## config.mk

```make
export PLATFORM = sky130hd
export DESIGN_NAME = two_wire_handshake_byte_transfer_unit
export DESIGN_NICKNAME = d
export VERILOG_FILES = /design/src/design/twhbt_pkg.sv /design/src/design/two_wire_handshake_byte_transfer_unit.sv
export SDC_FILE = /design/constraint.sdc
export NUM_CORES = 1
export LEC_CHECK = 0
export BUFFER_PORTS_ARGS = -buffer_cell sky130_fd_sc_hd__buf_4
export CAP_MARGIN = 10
export CORE_ASPECT_RATIO = 0.6
export CORE_MARGIN = 5
export CORE_UTILIZATION = 41
export DETAILED_ROUTE_END_ITERATION = 8
export PLACE_DENSITY = 0.59
export SLEW_MARGIN = 10
export SYNTH_ARGS = -nofsm -noshare
export SYNTH_HDL_FRONTEND = slang
export SYNTH_SLANG_ARGS = --single-unit
export TNS_END_PERCENT = 20
```

## constraint.sdc

```tcl
create_clock -name clock -period 3.7 [get_ports clock]
set_input_delay 0.37 -clock clock [delete_from_list [all_inputs] [get_ports clock]]
set_output_delay 0.37 -clock clock [all_outputs]
set_load 0.05 [all_outputs]
```

## src/design/twhbt_pkg.sv

```systemverilog
// Package for the two-wire handshake byte transfer unit.
// Holds the beat payload types, command codes and bit constants.
// No dependencies.
package twhbt_pkg;

   // command codes carried in the kind field
   localparam logic [2:0] KIND_TICK      = 3'd0;
   localparam logic [2:0] KIND_SEND      = 3'd1;
   localparam logic [2:0] KIND_RECV      = 3'd2;
   localparam logic [2:0] KIND_CHK_WRITE = 3'd3;
   localparam logic [2:0] KIND_CHK_READ  = 3'd4;
   localparam logic [2:0] KIND_ST_WRITE  = 3'd5;
   localparam logic [2:0] KIND_ST_READ   = 3'd6;

   // receive shifts the new bit in at the top; sends run MSB first
   localparam logic [7:0] TOP_BIT    = 8'h80;
   localparam logic [2:0] LAST_INDEX = 3'd7;

   // one input beat: a sampled tick, possibly with a command
   typedef struct packed {
      logic [2:0] kind;
      logic [7:0] tx_byte;
      logic       clock_asserted;
      logic       data_asserted;
   } req_type;

   // one result beat: line drives and status after the tick
   typedef struct packed {
      logic       drive_clock;
      logic       drive_data;
      logic       busy_res;
      logic       done_res;
      logic [7:0] rx_byte;
      logic       check_failed;
   } rsp_type;

endpackage

```

## src/design/two_wire_handshake_byte_transfer_unit.sv

```systemverilog
// Top level of the two-wire handshake byte transfer unit (host side).
// Depends on twhbt_pkg for payload types and command codes.
//
// One request beat is one sampled tick of the clock and data lines and may
// start a command (start write/read, send byte, receive byte, error check).
// Each tick advances the transfer sequencer by at most one step and yields
// exactly one response beat with the host line drives and status. A tick is
// accepted every clock while req_stall is low; its response is registered,
// in the skid register if the output is held. The sequencer state register
// is the only loop, updated once per tick. A two-entry output stage (output
// register plus skid register) lets a new tick be accepted while a response
// waits; req_stall is high only when both entries are full.
module two_wire_handshake_byte_transfer_unit
   import twhbt_pkg::*;
(
   input  logic    clock,
   input  logic    reset,
   input  logic    req_valid,
   output logic    req_stall,
   input  req_type req_data,
   output logic    rsp_valid,
   input  logic    rsp_stall,
   output rsp_type rsp_data
);

   // sequencer phases
   localparam logic [3:0] PH_IDLE     = 4'd0;
   localparam logic [3:0] PH_W_CLK1   = 4'd1;
   localparam logic [3:0] PH_W_CLK0   = 4'd2;
   localparam logic [3:0] PH_W_DATA1  = 4'd3;
   localparam logic [3:0] PH_R_DATA0  = 4'd4;
   localparam logic [3:0] PH_R_SAMPLE = 4'd5;
   localparam logic [3:0] PH_R_CLKCHG = 4'd6;
   localparam logic [3:0] PH_R_DATA1  = 4'd7;
   localparam logic [3:0] PH_C_DATA0  = 4'd8;
   localparam logic [3:0] PH_C_CLK0   = 4'd9;
   localparam logic [3:0] PH_C_DATA1  = 4'd10;
   localparam logic [3:0] PH_S_DATA1  = 4'd11;

   logic [3:0] phase_ff, phase_in;
   logic [2:0] command_ff, command_in;
   logic [2:0] bit_count_ff, bit_count_in;
   logic [7:0] shift_ff, shift_in;
   logic       sampled_ff, sampled_in;
   logic       clk_drv_ff, clk_drv_in;
   logic       dat_drv_ff, dat_drv_in;
   logic       fail_ff, fail_in;
   logic       done;

   logic       rsp_valid_ff;
   rsp_type    rsp_ff;
   logic       skid_valid_ff;
   rsp_type    skid_ff;
   rsp_type    result;
   logic       req_acc;
   logic       out_free;

   logic clk_s, dat_s;
   assign clk_s = req_data.clock_asserted;
   assign dat_s = req_data.data_asserted;

   // output stage handshake
   assign req_stall = skid_valid_ff;
   assign req_acc   = req_valid && !skid_valid_ff;
   assign out_free  = !rsp_valid_ff || !rsp_stall;
   assign rsp_valid = rsp_valid_ff;
   assign rsp_data  = rsp_ff;

   // one sequencer step per tick
   always_comb begin
      phase_in     = phase_ff;
      command_in   = command_ff;
      bit_count_in = bit_count_ff;
      shift_in     = shift_ff;
      sampled_in   = sampled_ff;
      clk_drv_in   = clk_drv_ff;
      dat_drv_in   = dat_drv_ff;
      fail_in      = fail_ff;
      done         = 1'b0;
      unique case (phase_ff)
         PH_IDLE: begin
            unique case (req_data.kind)
               KIND_SEND: begin
                  command_in   = req_data.kind;
                  shift_in     = req_data.tx_byte;
                  bit_count_in = LAST_INDEX;
                  dat_drv_in   = req_data.tx_byte[LAST_INDEX];
                  clk_drv_in   = 1'b0;
                  phase_in     = PH_W_CLK1;
               end
               KIND_RECV: begin
                  command_in   = req_data.kind;
                  shift_in     = 8'h00;
                  bit_count_in = LAST_INDEX;
                  phase_in     = PH_R_DATA0;
               end
               KIND_CHK_WRITE, KIND_CHK_READ: begin
                  command_in = req_data.kind;
                  fail_in    = 1'b0;
                  clk_drv_in = 1'b0;
                  phase_in   = PH_C_DATA0;
               end
               KIND_ST_WRITE: begin
                  command_in = req_data.kind;
                  phase_in   = PH_S_DATA1;
               end
               KIND_ST_READ: begin
                  command_in = req_data.kind;
                  clk_drv_in = 1'b0;
                  phase_in   = PH_S_DATA1;
               end
               default: begin
                  // tick only, and the unused code
               end
            endcase
         end
         PH_W_CLK1: begin
            if (clk_s) begin
               dat_drv_in = ~shift_ff[bit_count_ff];
               phase_in   = PH_W_CLK0;
            end
         end
         PH_W_CLK0: begin
            if (!clk_s) begin
               dat_drv_in = 1'b0;
               clk_drv_in = 1'b1;
               phase_in   = PH_W_DATA1;
            end
         end
         PH_W_DATA1: begin
            if (dat_s) begin
               if (bit_count_ff == 3'd0) begin
                  bit_count_in = LAST_INDEX;
                  phase_in     = PH_IDLE;
                  done         = 1'b1;
               end else begin
                  bit_count_in = bit_count_ff - 3'd1;
                  dat_drv_in   = shift_ff[bit_count_ff - 3'd1];
                  clk_drv_in   = 1'b0;
                  phase_in     = PH_W_CLK1;
               end
            end
         end
         PH_R_DATA0: begin
            if (!dat_s) begin
               clk_drv_in = 1'b0;
               phase_in   = PH_R_SAMPLE;
            end
         end
         PH_R_SAMPLE: begin
            // bit comes off the clock line
            sampled_in = clk_s;
            shift_in   = (shift_ff >> 1) | (clk_s ? TOP_BIT : 8'h00);
            dat_drv_in = 1'b1;
            phase_in   = PH_R_CLKCHG;
         end
         PH_R_CLKCHG: begin
            if (clk_s != sampled_ff) begin
               dat_drv_in = 1'b0;
               phase_in   = PH_R_DATA1;
            end
         end
         PH_R_DATA1: begin
            if (dat_s) begin
               clk_drv_in = 1'b1;
               if (bit_count_ff == 3'd0) begin
                  bit_count_in = LAST_INDEX;
                  phase_in     = PH_IDLE;
                  done         = 1'b1;
               end else begin
                  bit_count_in = bit_count_ff - 3'd1;
                  phase_in     = PH_R_DATA0;
               end
            end
         end
         PH_C_DATA0: begin
            if (!dat_s) begin
               if (!clk_s) begin
                  fail_in  = 1'b1;
                  phase_in = PH_IDLE;
                  done     = 1'b1;
               end else begin
                  dat_drv_in = 1'b1;
                  phase_in   = PH_C_CLK0;
               end
            end
         end
         PH_C_CLK0: begin
            if (!clk_s) begin
               dat_drv_in = 1'b0;
               if (command_ff == KIND_CHK_WRITE) clk_drv_in = 1'b1;
               phase_in = PH_C_DATA1;
            end
         end
         PH_C_DATA1: begin
            if (dat_s) begin
               clk_drv_in = 1'b1;
               phase_in   = PH_IDLE;
               done       = 1'b1;
            end
         end
         PH_S_DATA1: begin
            if (dat_s) begin
               if (command_ff == KIND_ST_READ) clk_drv_in = 1'b1;
               phase_in = PH_IDLE;
               done     = 1'b1;
            end
         end
         default: begin
            phase_in = PH_IDLE;
         end
      endcase
   end

   // response for this tick
   always_comb begin
      result.drive_clock  = clk_drv_in;
      result.drive_data   = dat_drv_in;
      result.busy_res     = (phase_in != PH_IDLE);
      result.done_res     = done;
      result.rx_byte      = shift_in;
      result.check_failed = fail_in;
   end

   // sequencer state, advanced on each accepted tick
   always_ff @(posedge clock) begin
      if (reset) begin
         phase_ff     <= PH_IDLE;
         command_ff   <= KIND_TICK;
         bit_count_ff <= LAST_INDEX;
         shift_ff     <= 8'h00;
         sampled_ff   <= 1'b0;
         clk_drv_ff   <= 1'b0;
         dat_drv_ff   <= 1'b0;
         fail_ff      <= 1'b0;
      end else if (req_acc) begin
         phase_ff     <= phase_in;
         command_ff   <= command_in;
         bit_count_ff <= bit_count_in;
         shift_ff     <= shift_in;
         sampled_ff   <= sampled_in;
         clk_drv_ff   <= clk_drv_in;
         dat_drv_ff   <= dat_drv_in;
         fail_ff      <= fail_in;
      end
   end

   // output register with skid entry
   always_ff @(posedge clock) begin
      if (reset) begin
         rsp_valid_ff  <= 1'b0;
         skid_valid_ff <= 1'b0;
      end else if (out_free) begin
         if (skid_valid_ff) begin
            rsp_valid_ff  <= 1'b1;
            skid_valid_ff <= 1'b0;
         end else begin
            rsp_valid_ff <= req_acc;
         end
      end else if (req_acc) begin
         skid_valid_ff <= 1'b1;
      end
   end

   always_ff @(posedge clock) begin
      if (out_free) begin
         if (skid_valid_ff) rsp_ff <= skid_ff;
         else if (req_acc) rsp_ff <= result;
      end else if (req_acc) begin
         skid_ff <= result;
      end
   end

   // skid entry only fills behind a held output beat
   a_skid_behind_out: assert property (@(posedge clock) disable iff (reset)
      skid_valid_ff |-> rsp_valid_ff)
      else $error("skid entry full while output register empty");

   // a held skid beat must not change
   a_skid_hold: assert property (@(posedge clock) disable iff (reset)
      (skid_valid_ff && rsp_valid_ff && rsp_stall) |=> $stable(skid_ff))
      else $error("skid beat changed while held");

   // a send command starts by waiting for clock asserted
   a_send_start: assert property (@(posedge clock) disable iff (reset)
      (req_acc && phase_ff == PH_IDLE && req_data.kind == KIND_SEND)
      |=> (phase_ff == PH_W_CLK1 && bit_count_ff == LAST_INDEX))
      else $error("send did not enter first bit wait");

   // completion always returns the sequencer to idle
   a_done_idle: assert property (@(posedge clock) disable iff (reset)
      (req_acc && done) |=> (phase_ff == PH_IDLE))
      else $error("command completed but sequencer not idle");

endmodule
```

# ---- Word level (Yosys, flattened, before mapping)
# Index checks and enable logic that the tools add are counted.
dict set report classes {
  n_addsub 1
  n_lt_le_gt_ge 2
  n_eq_ne 22
  n_mux 58
  n_bitwise 3
  n_reduce_logical 25
}
# op n
set op_table {}
lappend op_table {{$pmux W4 S11} 1}
lappend op_table {{$mux W4} 10}
lappend op_table {{$pmux W8 S2} 2}
lappend op_table {{$mux W1} 30}
lappend op_table {{$mux W13} 2}
lappend op_table {{$eq A4 B3 Y1 const B} 4}
lappend op_table {{$eq A4 B4 Y1 const B} 4}
lappend op_table {{$pmux W4 S4} 1}
lappend op_table {{$reduce_or A2 Y1} 8}
lappend op_table {{$pmux W1 S7} 2}
lappend op_table {{$eq A3 B3 Y1 const B} 4}
lappend op_table {{$mux W3} 4}
lappend op_table {{$eq A3 B2 Y1 const B} 3}
lappend op_table {{$eq A4 B2 Y1 const B} 2}
lappend op_table {{$lt A3 B4 Y1 const B} 2}
lappend op_table {{$mux W8} 1}
lappend op_table {{$or A7 B8 Y8} 1}
lappend op_table {{$bmux W1 S3} 2}
lappend op_table {{$pmux W3 S2} 1}
lappend op_table {{$reduce_and A2 Y1} 3}
lappend op_table {{$reduce_or A6 Y1} 1}
lappend op_table {{$eq A4 B1 Y1 const B} 1}
lappend op_table {{$logic_not A4 Y1} 1}
lappend op_table {{$reduce_and A4 Y1} 1}
lappend op_table {{16 further kinds} 20}
dict set report totals {
  reg_bits 50
  input_bits 17
  out_inout_bits 15
  elab_cells 133
}

# ---- Logic depth before layout (Yosys ltp)
dict set report logic_depth {
  ltp_word 8
  ltp_mapped 8
  ltp_nobuf 7
}

# ---- Worst setup path before layout
# No wires, ideal clock.
dict set report synth_timing {
  path_kind {register to register}
  startpoint {register bit_count_ff[0]}
  endpoint {register rsp_ff, in the netlist rsp_data[11] (data pin)}
  setup_ns 0.279
  t_arrival_ns 2.074
  slack_ns 1.347
  stages_incl_launch_ff 8
  path_buffers 1
  period_less_slack_ns 2.353
  path_cell_list {dfxtp_1 buf_2 inv_1 ha_1 mux4_2 nor3b_1 nor4_1 a31oi_1}
}
dict set report synth_between {
  elab_chain_cells 8
}
# item line
set synth_rtl {}
lappend synth_rtl {{start: declaration} two_wire_handshake_byte_transfer_unit.sv:42} ;# logic [2:0] bit_count_ff, bit_count_in;
lappend synth_rtl {{start signal: assignment} two_wire_handshake_byte_transfer_unit.sv:239} ;# bit_count_ff <= bit_count_in;
lappend synth_rtl {{$sub A3 B1 Y3} two_wire_handshake_byte_transfer_unit.sv:138} ;# dat_drv_in = shift_ff[bit_count_ff - 3'd1];
lappend synth_rtl {{$bmux W1 S3} two_wire_handshake_byte_transfer_unit.sv:138}
lappend synth_rtl {{$mux W1 (implied by the code)} two_wire_handshake_byte_transfer_unit.sv:138}
lappend synth_rtl {{$mux W1} two_wire_handshake_byte_transfer_unit.sv:132} ;# if (bit_count_ff == 3'd0) begin
lappend synth_rtl {{$mux W1} two_wire_handshake_byte_transfer_unit.sv:131} ;# if (dat_s) begin
lappend synth_rtl {{$pmux W1 S7 (*)} two_wire_handshake_byte_transfer_unit.sv:80} ;# unique case (phase_ff)
lappend synth_rtl {{$mux W13 (*)} two_wire_handshake_byte_transfer_unit.sv:268} ;# else if (req_acc) rsp_ff <= result;
lappend synth_rtl {{$mux W13 (*)} two_wire_handshake_byte_transfer_unit.sv:267} ;# if (skid_valid_ff) rsp_ff <= skid_ff;
lappend synth_rtl {{end signal: assignment} two_wire_handshake_byte_transfer_unit.sv:267}
lappend synth_rtl {{end signal: assignment} two_wire_handshake_byte_transfer_unit.sv:268}
lappend synth_rtl {{end: declaration} two_wire_handshake_byte_transfer_unit.sv:51} ;# rsp_type rsp_ff;
# Every way passes the cells marked *; elsewhere a longest branch is shown, timed or not. The select of a mux whose other input is x is not followed.
# A chain may end at the register's enable or synchronous reset.

# ---- Final worst setup path
# Ends and elaborated chain as after synthesis.

==> impl_metrics.json <==
{
  "status": "complete, no violations",
  "die_w_um": 117,
  "power.leakage_uw": 0.00130,
  "nNetsFinal": 332,
  "p_int_uw": 1060,
  "grt_pass1_wl_um": 11300,
  "numPortBuffers": 31,
  "clock-sinks": 50,
  "critPathSlowestCell": "dfxtp_1",
  "power.density_nw_per_um2": 454,
  "synth.cell_area_um2": 2840,
  "final_common_cell": "buf_4",
  "track_usage": 0.161,
  "yosys-top-cells-area": "edfxtp_1 (27%), dfxtp_1 (17%), a311oi_2 (4.8%)",
  "avgSynthCellArea_um2": 9.77,
  "path_class": "reg -> reg",
  "yosys.area.top_type": "edfxtp_1",
  "synth-adder-area-share": 0.00880,
  "pwr-share-clk": 0.359,
  "ys_async_sr_fraction": 0,
  "seq_area_frac_synth": 0.444,
  "antenna_left": 0,
  "fp.dieH_um": 74.5,
  "endpoint_kind": "flip-flop",
  "yosysUniqueCellTypes": 53,
  "postLayoutCellArea_um2": 3320,
  "dieArea_um2": 8750,
  "max_stage_delay_ns": 0.54,
  "core-area_um2": 6710,
  "root_buffer": "clkbuf_16",
  "worstPathCellList": "inv_1 -> ha_1 -> mux4_2 -> nor3b_1 -> nor4_1 -> a31oi_1",
  "slew_headroom": 0.443,
  "clock_path_buffers": 2,
  "hold_viol": 0,
  "synth_compound_area_frac": 0.205,
  "worst_slew_pin_slew_ns": 0.832,
  "cp_top_family": "simple AND/OR/NAND/NOR gates",
  "synthSimpleGateAreaFrac": 0.201,
  "cts_hold_buf": 0,
  "wire_per_inst_um": 17.5,
  "grt_overflow": 0,
  "rsz0062_at_grt": "false",
  "cts_setup_buffers": 0,
  "drv_slew": 0,
  "fp-row-count": 23,
  "h-tree-depth": 2,
  "yosys_warnings": 0,
  "n_antenna_cell": 0,
  "synth_edf_count": 26,
  "synth_top_family_by_area": "compound AO/OA/AOI/OAI gates",
  "start_util": 0.424,
  "swShare": 0.294,
  "finalClockSkew_ns": 0.00750,
  "gp_congestion": 0.889,
  "combPwrFrac": 0.201,
  "yosysTopAreaCellShare": 0.275,
  "placed_cell_area_um2": 3140,
  "most-common-layout-cells": "buf_4 (36), nand2_1 (34), nor2_1 (32)",
  "cp-start-kind": "flip-flop",
  "drtPass1Iterations": 5,
  "cts.repair.resized": 0,
  "syn_nets": 310,
  "syn-instance-count": 291,
  "antenna_found_initial": 0,
  "p_seq_frac": 0.440,
  "critical_path_arrival_ns": 2.64,
  "timing.final.crit_share": 0.710,
  "grt_max_degree": 25,
  "clkSlewWorstSetupHoldPaths_ns": 0.07,
  "viasPerCell": 5.81,
  "ys.flop_type": "edfxtp_1",
  "grt_pass1_vias": 2108,
  "muxShareOfSynthArea": 0.0841,
  "drtIter0Drc": 290,
  "crit_buf_inv": 1,
  "layout-drive-gt1-share": 0.226,
  "area_growth_pct": 16.6,
  "finalSetupTns_ns": 0,
  "synth_xor_area_frac": 0.0154,
  "period_minus_slack_ns": 2.63,
  "hpwl_um": 5100,
  "ios": 32,
  "ys_ff_latch": 50,
  "switchingPower_uw": 443,
  "cts_buffers": 5,
  "maxCapViolations": 0,
  "cts_tree": "yes",
  "min_path_type": "in -> reg",
  "vias": 2331,
  "setup_violations": 0,
  "clk_latency_ns": 0.29,
  "routed_wl_um": 7020,
  "drc": 0,
  "worstPathRequired_ns": 3.71,
  "fmax_mhz": 381,
  "crit_fanout": 8,
  "ir_drop_mv": 0.214
}
power by group through the flow:
stage | sequential (uW) | clock, uW | combinational [uW]
floorplan | 711 | 0 | 175
global placement | 673 | 0 | 301
detailed placement | 673 | 0 | 301
CTS | 660 | 551 | 302
global route | 667 | 574 | 326
finish | 662 | 540 | 302
worst paths after layout:
kind / startpoint / to / slack [ns] / cells past startpoint
worst max-delay path: bit_count_ff[0] / rsp_data[11] / 1.07 / 6
worst min-delay path: rsp_stall / req_stall / 0.40 / 3
worst max register to register: bit_count_ff[0] / rsp_data[11] / 1.07 / 6
worst min register to register: sampled_ff / sampled_ff / 0.50 / 2
cell type report:
type | count | area [um2]
clock inverters | 3 | 48.8
clock buffers | 5 | 125
multi-input cells | 210 | 1460
fillers | 638 | 3390
well taps | 87 | 109
inverters | 10 | 37.5
flip-flops and latches | 50 | 1260
repair buffers | 36 | 270
state kept, by name (all words and copies together), names as in the netlist:
| register | flops |
|---|---|
| sampled_ff | 1 |
| clk_drv_ff | 1 |
| command_ff | 3 |
| rsp_valid | 1 |
| dat_drv_ff | 1 |
| rsp_data | 13 |
| fail_ff | 1 |
| bit_count_ff | 3 |
| shift_ff | 8 |
| skid_ff | 13 |
| phase_ff | 4 |
| req_stall | 1 |
worst reg2reg max path, delay by kind of cell, from the launching register on:
| kind | cells | cell delay [ns] |
|---|---|---|
| AOI/OAI and AO/OA | 1 | 0.15 |
| adders and majority gates | 1 | 0.36 |
| buffers and inverters | 1 | 0.11 |
| DFF | 1 | 0.54 |
| muxes | 1 | 0.51 |
| and+or+nand+nor | 2 | 0.68 |
synth_stat cells, types with 3 or more instances:
cell,count
nor4_1,4
nand4_1,3
a31oi_1,7
a22oi_1,8
nand2b_1,6
nand3_1,6
mux2_2,9
o21ai_0,8
buf_2,3
xnor2_1,3
a211oi_1,6
edfxtp_1,26
nand2_1,34
nor2b_1,7
inv_1,10
nor2_1,32
dfxtp_1,24
nor3_1,3
buf_1,3
a21oi_1,11
mux2i_1,7
and3_1,4
clkbuf_1,15
mux4_2,3
a311oi_2,9
layer usage:
metal,vias up,wire [um],global-route usage,share of wire
met4,0,11,0.0267,0.0016
met2,100,2640,0.214,0.38
met3,2,569,0.0334,0.081
li1,1135,-,-,-
met5,-,0,0,0
met1,1094,3800,0.265,0.54
stage by stage:
step | util | worst slack (ns) | total power, uW | hold slack [ns] | instances
global placement | 0.469 | 1.14 | 973 | 0.472 | 393
finish | 0.494 | 1.07 | 1500 | 0.396 | 401
detailed placement | 0.469 | 1.08 | 973 | 0.484 | 393
global route | 0.494 | 0.863 | 1570 | 0.398 | 401
CTS | 0.494 | 1.05 | 1510 | 0.387 | 401
floorplan | - | 1.35 | 886 | 0.438 | 291
cells by family after synthesis:
| group | count (synthesis) |
|---|---|
| flip-flops | 50 |
| AND/OR/NAND/NOR | 113 |
| AO/OA/AOI/OAI | 71 |
| multiplexers | 19 |
| adder cells (fa/ha/maj) | 2 |
| XOR/XNOR | 5 |
| buffers and inverters | 31 |
Note: power is estimated with default switching activity, not from simulation.
